$ cat src/sv/sha_pkg.sv
// ----------------------------------------------------------------------------
// sha_pkg
// Types, constants and round functions for the streaming SHA-256 hasher.
// ----------------------------------------------------------------------------
package sha_pkg;

	localparam int BLOCK_BYTES = 64;
	localparam int LEN_POS = 56;
	localparam int HASH_WORDS = 8;
	localparam logic [7:0] PAD_MARK = 8'h80;

	typedef struct packed {
		logic [7:0] data_byte;
		logic       byte_present;
		logic       last;
	} in_item_t;

	typedef struct packed {
		logic [31:0] digest_word;
		logic [2:0]  word_index;
		logic        digest_done;
	} out_item_t;

	typedef enum logic [6:0] {
		ST_IDLE  = 7'b0000001,
		ST_PAD   = 7'b0000010,
		ST_LOAD  = 7'b0000100,
		ST_ROUND = 7'b0001000,
		ST_FOLD  = 7'b0010000,
		ST_EMIT  = 7'b0100000,
		ST_WAIT  = 7'b1000000
	} state_t;

	localparam logic [31:0] INIT_HASH [8] = '{
		32'h6a09e667, 32'hbb67ae85, 32'h3c6ef372, 32'ha54ff53a,
		32'h510e527f, 32'h9b05688c, 32'h1f83d9ab, 32'h5be0cd19
	};

	localparam logic [31:0] ROUND_K [64] = '{
		32'h428a2f98, 32'h71374491, 32'hb5c0fbcf, 32'he9b5dba5,
		32'h3956c25b, 32'h59f111f1, 32'h923f82a4, 32'hab1c5ed5,
		32'hd807aa98, 32'h12835b01, 32'h243185be, 32'h550c7dc3,
		32'h72be5d74, 32'h80deb1fe, 32'h9bdc06a7, 32'hc19bf174,
		32'he49b69c1, 32'hefbe4786, 32'h0fc19dc6, 32'h240ca1cc,
		32'h2de92c6f, 32'h4a7484aa, 32'h5cb0a9dc, 32'h76f988da,
		32'h983e5152, 32'ha831c66d, 32'hb00327c8, 32'hbf597fc7,
		32'hc6e00bf3, 32'hd5a79147, 32'h06ca6351, 32'h14292967,
		32'h27b70a85, 32'h2e1b2138, 32'h4d2c6dfc, 32'h53380d13,
		32'h650a7354, 32'h766a0abb, 32'h81c2c92e, 32'h92722c85,
		32'ha2bfe8a1, 32'ha81a664b, 32'hc24b8b70, 32'hc76c51a3,
		32'hd192e819, 32'hd6990624, 32'hf40e3585, 32'h106aa070,
		32'h19a4c116, 32'h1e376c08, 32'h2748774c, 32'h34b0bcb5,
		32'h391c0cb3, 32'h4ed8aa4a, 32'h5b9cca4f, 32'h682e6ff3,
		32'h748f82ee, 32'h78a5636f, 32'h84c87814, 32'h8cc70208,
		32'h90befffa, 32'ha4506ceb, 32'hbef9a3f7, 32'hc67178f2
	};

	function automatic logic [31:0] ror32(input logic [31:0] x, input int n);
		ror32 = (x >> n) | (x << (32 - n));
	endfunction

	function automatic logic [31:0] bsig0(input logic [31:0] x);
		bsig0 = ror32(x, 2) ^ ror32(x, 13) ^ ror32(x, 22);
	endfunction

	function automatic logic [31:0] bsig1(input logic [31:0] x);
		bsig1 = ror32(x, 6) ^ ror32(x, 11) ^ ror32(x, 25);
	endfunction

	function automatic logic [31:0] ssig0(input logic [31:0] x);
		ssig0 = ror32(x, 7) ^ ror32(x, 18) ^ (x >> 3);
	endfunction

	function automatic logic [31:0] ssig1(input logic [31:0] x);
		ssig1 = ror32(x, 17) ^ ror32(x, 19) ^ (x >> 10);
	endfunction

endpackage

$ cat src/sv/sha256_stream_hasher.sv
// ----------------------------------------------------------------------------
// sha256_stream_hasher
// Byte-stream SHA-256: buffers bytes in a word memory, compresses each block
// with one round per cycle and emits the eight digest words on message end.
// ----------------------------------------------------------------------------
// channel  direction  payload      transfer
// in       in         in_item_t    in_valid & in_ready
// out      out        out_item_t   out_valid & out_ready
//
// A byte that does not complete a block is taken in the idle state. A byte that
// completes a block holds the input through the load, round and fold passes,
// set by the registered reads of the memories and the shared
// round unit. A last item adds one or two padded blocks, each with a pad pass,
// then eight output transfers, each through the wait state and the emit state.
// Output stalls hold the emit state.
// Reset restores the initial chaining words; the block memory is not cleared.
// ----------------------------------------------------------------------------
module sha256_stream_hasher (
	input  logic                clk,
	input  logic                arst_n,
	input  logic                in_valid,
	output logic                in_ready,
	input  sha_pkg::in_item_t   in_data,
	output logic                out_valid,
	input  logic                out_ready,
	output sha_pkg::out_item_t  out_data
);
	import sha_pkg::*;

	// block memory: 16 big-endian words, bytes gathered in part_q and written as whole words
	logic [31:0] blk_mem [16];
	logic [31:0] rd_word_q;
	logic [3:0]  rd_addr;
	logic        wr_en;
	logic [3:0]  wr_addr;
	logic [31:0] wr_word;

	// chaining memory: 8 words
	logic [31:0] chain_mem [8];
	logic [31:0] chain_rd_q;
	logic [2:0]  chain_rd_addr;
	logic        chain_wr_en;
	logic [2:0]  chain_wr_addr;
	logic [31:0] chain_wr_word;

	state_t      state_q;
	logic [5:0]  fill_q;
	logic [63:0] bits_q;
	logic [31:0] part_q;    // bytes of the word being filled
	logic        final_q;   // current block is the last one
	logic        ending_q;  // message end in progress
	logic        init_q;    // chaining memory holds stale values, use INIT_HASH
	logic [5:0]  cnt_q;
	logic [31:0] v_q [8];
	logic [31:0] w_q [16];
	logic [2:0]  emit_q;
	logic [31:0] chain_val;
	logic [2:0]  chain_rd_addr_s1;

	always_ff @(posedge clk) begin
		if (wr_en)
			blk_mem[wr_addr] <= wr_word;
		rd_word_q <= blk_mem[rd_addr];
		if (chain_wr_en)
			chain_mem[chain_wr_addr] <= chain_wr_word;
		chain_rd_q <= chain_mem[chain_rd_addr];
	end

	assign chain_val = init_q ? INIT_HASH[chain_rd_addr_s1] : chain_rd_q;

	always_ff @(posedge clk)
		chain_rd_addr_s1 <= chain_rd_addr;

	logic        in_xfer;
	logic [31:0] merged;
	logic [31:0] pad_word;
	logic [3:0]  pad_idx;
	logic        pad_two;

	assign in_ready = (state_q == ST_IDLE);
	assign in_xfer  = in_valid && in_ready;

	always_comb begin
		merged = part_q;
		case (fill_q[1:0])
			2'd0:    merged[31:24] = in_data.data_byte;
			2'd1:    merged[23:16] = in_data.data_byte;
			2'd2:    merged[15:8]  = in_data.data_byte;
			default: merged[7:0]   = in_data.data_byte;
		endcase
	end

	// padding pass writes word cnt_q; pad starts at byte fill_q
	assign pad_idx = cnt_q[3:0];
	assign pad_two = (fill_q >= 6'(LEN_POS));
	always_comb begin
		pad_word = 32'h0;
		if (final_q && pad_idx == 4'd14)
			pad_word = bits_q[63:32];
		else if (final_q && pad_idx == 4'd15)
			pad_word = bits_q[31:0];
		else if (pad_idx == fill_q[5:2] && !(final_q && pad_two)) begin
			case (fill_q[1:0])
				2'd0:    pad_word = {PAD_MARK, 24'h0};
				2'd1:    pad_word = {part_q[31:24], PAD_MARK, 16'h0};
				2'd2:    pad_word = {part_q[31:16], PAD_MARK, 8'h0};
				default: pad_word = {part_q[31:8], PAD_MARK};
			endcase
		end
	end

	// message schedule word for round cnt_q
	logic [31:0] w_new;
	logic [31:0] w_cur;
	assign w_new = ssig1(w_q[14]) + w_q[9] + ssig0(w_q[1]) + w_q[0];
	assign w_cur = (cnt_q < 6'd16) ? w_q[cnt_q[3:0]] : w_new;

	logic [31:0] t1;
	logic [31:0] t2;
	assign t1 = v_q[7] + bsig1(v_q[4]) + ((v_q[4] & v_q[5]) ^ (~v_q[4] & v_q[6]))
		+ ROUND_K[cnt_q] + w_cur;
	assign t2 = bsig0(v_q[0]) + ((v_q[0] & v_q[1]) ^ (v_q[0] & v_q[2]) ^ (v_q[1] & v_q[2]));

	always_comb begin
		wr_en = 1'b0;
		wr_addr = fill_q[5:2];
		wr_word = merged;
		rd_addr = cnt_q[3:0];
		chain_rd_addr = cnt_q[2:0];
		chain_wr_en = 1'b0;
		chain_wr_addr = cnt_q[2:0] - 3'd1;
		chain_wr_word = chain_val + v_q[chain_wr_addr];
		if (in_xfer && in_data.byte_present && fill_q[1:0] == 2'd3) begin
			wr_en = 1'b1;
		end
		if (state_q == ST_PAD) begin
			wr_en = (pad_idx >= fill_q[5:2]) || (final_q && pad_two);
			wr_addr = pad_idx;
			wr_word = pad_word;
		end
		if (state_q == ST_LOAD)
			chain_rd_addr = cnt_q[2:0];
		if (state_q == ST_FOLD && cnt_q != 6'd0) begin
			chain_wr_en = 1'b1;
		end
		if (state_q == ST_EMIT || state_q == ST_WAIT)
			chain_rd_addr = emit_q;
	end

	always_ff @(posedge clk or negedge arst_n) begin
		if (!arst_n) begin
			state_q  <= ST_IDLE;
			fill_q   <= '0;
			bits_q   <= '0;
			final_q  <= 1'b0;
			ending_q <= 1'b0;
			init_q   <= 1'b1;
			cnt_q    <= '0;
			emit_q   <= '0;
		end else begin
			case (state_q)
				ST_IDLE: begin
					cnt_q <= '0;
					if (in_xfer) begin
						if (in_data.byte_present) begin
							bits_q <= bits_q + 64'd8;
							fill_q <= fill_q + 6'd1;
						end
						if (in_data.byte_present && fill_q == 6'd63) begin
							ending_q <= in_data.last;
							state_q  <= ST_LOAD;
						end else if (in_data.last) begin
							ending_q <= 1'b1;
							final_q  <= ~((in_data.byte_present ? fill_q + 6'd1 : fill_q)
								>= 6'(LEN_POS));
							state_q  <= ST_PAD;
						end
					end
				end
				ST_PAD: begin
					cnt_q <= cnt_q + 6'd1;
					if (cnt_q == 6'd15) begin
						cnt_q   <= '0;
						state_q <= ST_LOAD;
					end
				end
				ST_LOAD: begin
					cnt_q <= cnt_q + 6'd1;
					if (cnt_q != 6'd0)
						w_q[cnt_q[3:0] - 4'd1] <= rd_word_q;
					if (cnt_q >= 6'd1 && cnt_q <= 6'd8)
						v_q[cnt_q[2:0] - 3'd1] <= chain_val;
					if (cnt_q == 6'd16) begin
						cnt_q   <= '0;
						state_q <= ST_ROUND;
					end
				end
				ST_ROUND: begin
					v_q[7] <= v_q[6]; v_q[6] <= v_q[5]; v_q[5] <= v_q[4];
					v_q[4] <= v_q[3] + t1;
					v_q[3] <= v_q[2]; v_q[2] <= v_q[1]; v_q[1] <= v_q[0];
					v_q[0] <= t1 + t2;
					if (cnt_q >= 6'd16) begin
						for (int i = 0; i < 15; i++)
							w_q[i] <= w_q[i + 1];
						w_q[15] <= w_new;
					end
					cnt_q <= cnt_q + 6'd1;
					if (cnt_q == 6'd63) begin
						cnt_q   <= '0;
						state_q <= ST_FOLD;
					end
				end
				ST_FOLD: begin
					cnt_q <= cnt_q + 6'd1;
					if (cnt_q == 6'd8) begin
						cnt_q  <= '0;
						init_q <= 1'b0;
						if (!ending_q)
							state_q <= ST_IDLE;
						else if (final_q) begin
							emit_q  <= '0;
							state_q <= ST_WAIT;
						end else begin
							final_q <= 1'b1;
							state_q <= ST_PAD;
						end
					end
				end
				ST_WAIT: state_q <= ST_EMIT;
				ST_EMIT: begin
					if (out_ready) begin
						emit_q  <= emit_q + 3'd1;
						state_q <= ST_WAIT;
						if (emit_q == 3'd7) begin
							state_q  <= ST_IDLE;
							fill_q   <= '0;
							bits_q   <= '0;
							final_q  <= 1'b0;
							ending_q <= 1'b0;
							init_q   <= 1'b1;
						end
					end
				end
				default: state_q <= ST_IDLE;
			endcase
		end
	end

	// part word: the bytes already taken within the current word
	always_ff @(posedge clk)
		if (in_xfer && in_data.byte_present)
			part_q <= merged;

	assign out_valid = (state_q == ST_EMIT);
	assign out_data.digest_word = chain_val;
	assign out_data.word_index  = emit_q;
	assign out_data.digest_done = (emit_q == 3'd7);

	a_ready_idle: assert property (@(posedge clk) disable iff (!arst_n)
		in_ready |-> !out_valid)
		else $error("input ready while digest pending");
	a_emit_index: assert property (@(posedge clk) disable iff (!arst_n)
		(out_valid && !out_ready) |=> out_valid && $stable(emit_q))
		else $error("digest index moved under stall");
	a_round_len: assert property (@(posedge clk) disable iff (!arst_n)
		(state_q == ST_ROUND && cnt_q == 6'd63) |=> state_q == ST_FOLD)
		else $error("round count did not reach fold");
	a_fold_back: assert property (@(posedge clk) disable iff (!arst_n)
		(state_q == ST_EMIT && out_ready && emit_q == 3'd7) |=> fill_q == 6'd0 && init_q)
		else $error("state not restored after digest");

endmodule
$ cat config.mk
export PLATFORM = sky130hd
export DESIGN_NAME = sha256_stream_hasher
export DESIGN_NICKNAME = d
export VERILOG_FILES = /design/src/sv/sha_pkg.sv /design/src/sv/sha256_stream_hasher.sv
export SDC_FILE = /design/constraint.sdc
export NUM_CORES = 2
export LEC_CHECK = 0
export ABC_AREA = 0
export BUFFER_PORTS_ARGS = -buffer_cell sky130_fd_sc_hd__buf_2
export CAP_MARGIN = 20
export CELL_PAD_IN_SITES_DETAIL_PLACEMENT = 1
export CELL_PAD_IN_SITES_GLOBAL_PLACEMENT = 2
export CORE_AREA = 5 5 473 475
export DETAILED_ROUTE_END_ITERATION = 8
export DIE_AREA = 0 0 478 480
export PLACE_DENSITY = 0.71
export SLEW_MARGIN = 20
export SYNTH_ARGS = -nofsm -noshare
export SYNTH_HDL_FRONTEND = slang
export SYNTH_SLANG_ARGS = --single-unit
export TNS_END_PERCENT = 20
$ cat constraint.sdc
create_clock -name clk -period 12.4 [get_ports clk]
set_input_delay 1.24 -clock clk [delete_from_list [all_inputs] [get_ports clk]]
set_output_delay 1.24 -clock clk [all_outputs]
set_load 0.02 [all_outputs]
# --- Word level (Yosys, flattened, before mapping) ---
# Memories as Yosys holds them, arrays and structs flattened. A register that Yosys moved wholly into a read port is not among the register bits.
# Cells that the tools add are included.
word_totals:
  ff_bits: 124
  ram_bits: 1536
  rom_bits: 2304
  inputBits: 14
  out_inout_bits: 38
  elab_cells: 226
  n_memories: 6
op_classes:
  n_addsub: 17
  order_cmp: 9
  eq_ne: 32
  n_mux: 89
  n_bitwise: 30
  reduce_logical: 33
memory_table:
  columns: ["name", "depth", "width", "rd", "rd_ports_with_merged_regs", "wr", "line", "rtl"]
  rows:
  - ["(no name shown)", 64, 32, 1, 0, 0, "sha256_stream_hasher.sv:121", "+ ROUND_K[cnt_q] + w_cur;"]
  - ["blk_mem", 16, 32, 1, 1, 1, "sha256_stream_hasher.sv:31", "logic [31:0] blk_mem [16];"]
  - ["w_q", 16, 32, 17, 0, 16, "sha256_stream_hasher.sv:55", "logic [31:0] w_q [16];"]
  - ["(no name shown)", 8, 32, 1, 0, 0, "sha256_stream_hasher.sv:69", "assign chain_val = init_q ? INIT_HASH[chain_rd_addr_s1] : chain_rd_q;"]
  - ["chain_mem", 8, 32, 1, 1, 1, "sha256_stream_hasher.sv:39", "logic [31:0] chain_mem [8];"]
  - ["v_q", 8, 32, 9, 0, 8, "sha256_stream_hasher.sv:54", "logic [31:0] v_q [8];"]
op_table:
  columns: ["cell", "n"]
  rows:
  - ["$mux W32", 12]
  - ["$add A32 B32 Y32", 11]
  - ["$xor A32 B32 Y32", 9]
  - ["$mux W64", 4]
  - ["$and A32 B32 Y32", 5]
  - ["$pmux W64 S2", 1]
  - ["$pmux W32 S3", 1]
  - ["$mux W7", 11]
  - ["$add A64 B4 Y64 const B", 1]
  - ["$reduce_or A32 Y1", 2]
  - ["$pmux W7 S7", 1]
  - ["$mux W6", 8]
  - ["$mux W1", 33]
  - ["$mux W8", 4]
  - ["$not A32 Y32", 1]
  - ["$or A10 B32 Y32", 1]
  - ["$or A13 B32 Y32", 1]
  - ["$or A14 B32 Y32", 1]
  - ["$or A15 B32 Y32", 1]
  - ["$or A19 B32 Y32", 1]
  - ["$or A21 B32 Y32", 1]
  - ["$or A25 B32 Y32", 1]
  - ["$or A26 B32 Y32", 1]
  - ["$or A30 B32 Y32", 1]
  - ["56 further kinds", 97]

# --- Logic depth before layout (Yosys ltp) ---
logic_depth:
  ltp_word: 9
  depth_mapped: 47
  depth_no_buf: 47

# --- Worst setup path after synthesis ---
# OpenSTA, ideal clock, no wires.
synth_path:
  kind: "register to register"
  start: "memory w_q[1][11]"
  end: "memory v_q[0][31], data pin"
  setup_time_ps: 266
  t_arrival_ps: 9317
  required_time_ps: 12134
  path_slack_ps: 2817
  stages_incl_launch_ff: 45
  path_buffers: 0
  period_less_slack_ps: 9583
  cell_sequence: "edfxtp_1 xnor2_1 xnor2_1 fa_1 inv_1 fa_1 inv_1 ha_1 a21o_1 or3_1 o221ai_1 a21oi_1 a31oi_2 nor2b_1 o21ai_0 nand2b_1 xnor2_1 o21ai_0 [9 not listed] nor2b_1 o21ai_0 nand2b_1 a21oi_1 o31ai_1 xor2_1 inv_1 fa_1 inv_1 ha_1 inv_1 o21bai_1 or4_4 a311o_1 a21oi_2 xnor2_1 xnor2_1 o21ai_1"
synth_lines:
  columns: ["element", "line"]
  rows:
  - ["start, declared", "sha256_stream_hasher.sv:55"]
  - ["end, declared", "sha256_stream_hasher.sv:54"]

==> flow_summary.json <==
{
  "synth_adder_area_share": 0.0700,
  "synth_flop_cell": "sky130_fd_sc_hd__edfxtp_1",
  "status": "complete, no violations",
  "synth.mux.area_fraction": 0.0907,
  "clock_insertion_delay_at_the_later_pin_of_the_skew_report_ns": 0.87,
  "dr_total_vias": 63037,
  "holdWs_ns": 0.311,
  "first_global_vias": 64698,
  "postCtsHoldBufs": 0,
  "dpl.hpwl_um": 225000,
  "nFillCells": 22492,
  "fraction_of_layout_cells_with_a_size_suffix_above_1": 0.134,
  "placement.io_buffers": 51,
  "finalClockSkew_ns": 0.0666,
  "syn_inst": 7617,
  "placedInstanceArea_mm2": 0.0955,
  "timing.critical_path.arrival_ns": 12.40,
  "met3_wirelength_um": 17400,
  "fin_setup_tns_ns": 0,
  "synthArstFlopShare": 0.0500,
  "ant_nets": 0,
  "die_height_um": 480,
  "synth_top_family_by_area": "simple AND/OR/NAND/NOR gates",
  "met1_length_um": 140000,
  "synth-warning-count": 0,
  "worstPathMaxFanout": 5,
  "final_design_area_no_fill_mm2": 0.102,
  "ys_seq_elements": 1721,
  "avgSynthCellArea_um2": 12.0,
  "synthSimpleGateAreaFrac": 0.114,
  "post_cts_resize_count": 0,
  "cts-htree-levels": 4,
  "globalplace.congestion": 0.923,
  "synth_seq_area_share": 0.554,
  "hold_class": "input port to asynchronous set/reset pin",
  "number_of_antenna_violations_at_the_first_check_in_global_routing": 11,
  "start_util": 0.417,
  "slew_headroom": 0.196,
  "timing_hold_violations_final": 0,
  "vias_per_cell": 5.93,
  "maximum_count_of_clock_buffers_along_a_single_path": 3,
  "wire_length_of_the_first_global_routing_pass_um": 476000,
  "clk_root_buffer_cell": "sky130_fd_sc_hd__clkbuf_16",
  "mappedNetlistNets": 8026,
  "clock_sinks": 1721,
  "clk_pin_slew_ns": 0.06,
  "dieArea_mm2": 0.229,
  "globalRouteOverflowTotal": 0,
  "routed_length_per_placed_instance_um": 31.1,
  "synth_enable_flop_cells": 1568,
  "setup-violations-final": 0,
  "fp.dieW_um": 478,
  "post-route-min-period_ns": 11.83,
  "slew_violations": 0,
  "post-route-drc-count": 0,
  "fin_nets": 7996,
  "num_io_pins": 52,
  "endpoint_kind": "flip-flop",
  "critical_path.slowest_cell": "sky130_fd_sc_hd__o21ai_0",
  "cap_viol_max_count": 0,
  "largest_net_degree_at_the_start_of_global_routing": 226,
  "grt_setup_unrepaired": "no",
  "cp_data_required_time_ns": 12.97,
  "tightestPinTransition_ns": 1.21,
  "grt.total_usage": 0.284,
  "maxClockFrequency_mhz": 84.5,
  "tritoncts.num_buffers": 192,
  "coreArea_mm2": 0.219,
  "top_layer_used": "met5",
  "drt_first_iter_violations": 6213,
  "post_cts_setup_buffers": 0,
  "crit_path_start_kind": "flip-flop",
  "met2RoutedLength_um": 161000,
  "xor_xnor_portion_of_the_synthesized_cell_area": 0.0425,
  "total_wirelength_um": 331000,
  "timing_worst_setup_path_type": "flip-flop to flip-flop",
  "drt_first_pass_iters": 8,
  "synth-compound-area-share": 0.0922,
  "area_growth_syn_to_layout_pct": 11.8,
  "post_synth_num_cell_types": 97,
  "synth.cell_area_mm2": 0.0913,
  "tritoncts": "done",
  "share_of_the_clock_period_used_by_the_worst_path": 0.954,
  "timing.critical_path.slowest_cell_delay_ns": 0.76,
  "placement_rows": 172
}
## stage by stage
stage / instances / utilization / setup WS, ns
after floorplan: 7617 / - / 2.82
after global placement: 10261 / 0.436 / 0.732
after detailed placement: 10261 / 0.436 / 0.614
after CTS: 10618 / 0.466 / 0.590
after global routing: 10622 / 0.466 / 0.0248
final: 10626 / 0.466 / 0.565
## worst max-delay path, delay by kind of cell, from the launching register on
family / cells / cell delay [ns]
flops: 1 / 0.53
buf+inv: 6 / 0.37
simple gates: 6 / 1.15
xor+xnor: 6 / 1.54
compound gates: 15 / 3.92
fa+ha+maj: 9 / 4.03
## routing by layer
metal	vias up	track usage
met2	1930	0.478
li1	27373	-
met3	464	0.0394
met4	6	0.0978
met1	33264	0.380
met5	-	0
## cell usage in the layout, fill, tap and decap left out, types with 28 or more instances in the layout
cell type / count
sky130_fd_sc_hd__edfxtp_1: 1568
sky130_fd_sc_hd__o21ai_0: 319
sky130_fd_sc_hd__nor3_1: 37
sky130_fd_sc_hd__mux2_2: 59
sky130_fd_sc_hd__nand4_1: 54
sky130_fd_sc_hd__clkbuf_1: 49
sky130_fd_sc_hd__dfxtp_1: 67
sky130_fd_sc_hd__a22oi_1: 127
sky130_fd_sc_hd__nand2_1: 1670
sky130_fd_sc_hd__a31oi_1: 38
sky130_fd_sc_hd__buf_2: 50
sky130_fd_sc_hd__nand3_1: 232
sky130_fd_sc_hd__inv_1: 407
sky130_fd_sc_hd__nand2b_1: 38
sky130_fd_sc_hd__clkinv_2: 34
sky130_fd_sc_hd__xnor2_1: 303
sky130_fd_sc_hd__a221o_1: 34
sky130_fd_sc_hd__ha_1: 207
sky130_fd_sc_hd__a21o_1: 173
sky130_fd_sc_hd__a211oi_1: 30
sky130_fd_sc_hd__nor2b_1: 28
sky130_fd_sc_hd__mux4_2: 328
sky130_fd_sc_hd__a21oi_1: 203
sky130_fd_sc_hd__o21a_1: 124
sky130_fd_sc_hd__and3_1: 43
sky130_fd_sc_hd__or3_1: 28
sky130_fd_sc_hd__xor2_1: 140
sky130_fd_sc_hd__nor2_4: 30
sky130_fd_sc_hd__buf_4: 179
sky130_fd_sc_hd__fa_1: 188
sky130_fd_sc_hd__nor2_1: 245
sky130_fd_sc_hd__clkbuf_16: 193
sky130_fd_sc_hd__dfrtp_1: 79
## sequential cells by signal, summed over array words and instances, names as in the netlist
| name | count |
|---|---|
| blk_mem | 512 |
| w_q | 512 |
| chain_mem | 256 |
| v_q | 256 |
| bits_q | 61 |
| chain_rd_q | 32 |
| part_q | 32 |
| rd_word_q | 32 |
| state_q | 7 |
| cnt_q | 6 |
| fill_q | 6 |
| chain_rd_addr_s1 | 3 |
| emit_q | 3 |
| ending_q | 1 |
| final_q | 1 |
| init_q | 1 |
## cells by family after synthesis
kind of cell / Yosys count
AND/OR/NAND/NOR: 2483
XOR/XNOR: 443
adder cells (fa/ha/maj): 399
multiplexers: 410
AO/OA/AOI/OAI: 1287
buffers and inverters: 874
flip-flops: 1721
## cell type report
class	instances	area, µm²	share of cell area
Antenna cell	5	12.5	0.000123
Clock buffer	256	5210	0.0510
Clock inverter	101	1300	0.0127
Inverter	411	1550	0.0152
Multi-Input combinational cell	5022	38000	0.373
Sequential cell	1721	50600	0.496
Tap cell	2871	3590	0.0352
Timing Repair Buffer	239	1760	0.0172
## path summary, 6_finish.rpt
check / startpoint / end / slack, ns / depth (start not counted)
max: w_q[1][9] / v_q[0][31] / 0.57 / 42
min: arst_n / state_q[2] / 0.31 / 1
min in group clk: w_q[11][19] / w_q[10][19] / 0.51 / 2
max in group asynchronous: arst_n / bits_q[59] / 10.75 / 2
min reg2reg: w_q[11][19] / w_q[10][19] / 0.51 / 2
max reg2reg: w_q[1][9] / v_q[0][31] / 0.57 / 42
## cell usage after synthesis, drive strengths merged, types with 7 or more instances
library cell	number	area share
a211oi	31	0.0025
o22ai	19	0.0013
fa	188	0.041
nand2	1674	0.069
a221oi	8	0.00077
edfxtp	1568	0.52
a21o	173	0.014
and4	8	0.00077
o311ai	10	0.00096
o21ai	376	0.021
nand4	55	0.0038
clkbuf	367	0.015
nor3	42	0.0024
mux2	59	0.0073
ha	207	0.028
a31oi	40	0.0029
inv	410	0.017
and2	27	0.0018
mux2i	23	0.0025
a221o	34	0.0037
a311oi	10	0.00096
nand2b	38	0.0026
a21oi	205	0.011
and3	43	0.0029
or3	28	0.0019
nor2b	30	0.0021
a22oi	127	0.010
or2	9	0.00062
o21bai	20	0.0016
nor2	276	0.012
o221ai	13	0.0012
o21a	124	0.010
buf	96	0.0044
a21boi	7	0.00058
dfrtp	84	0.023
xnor2	303	0.029
dfxtp	67	0.015
o211ai	20	0.0016
nand3	234	0.013
mux4	328	0.081
o31ai	15	0.0014
xor2	140	0.013
Power is left out: the tool's default activity adds up to more than one toggle a clock period on the data nets, which glitch-free logic cannot reach.
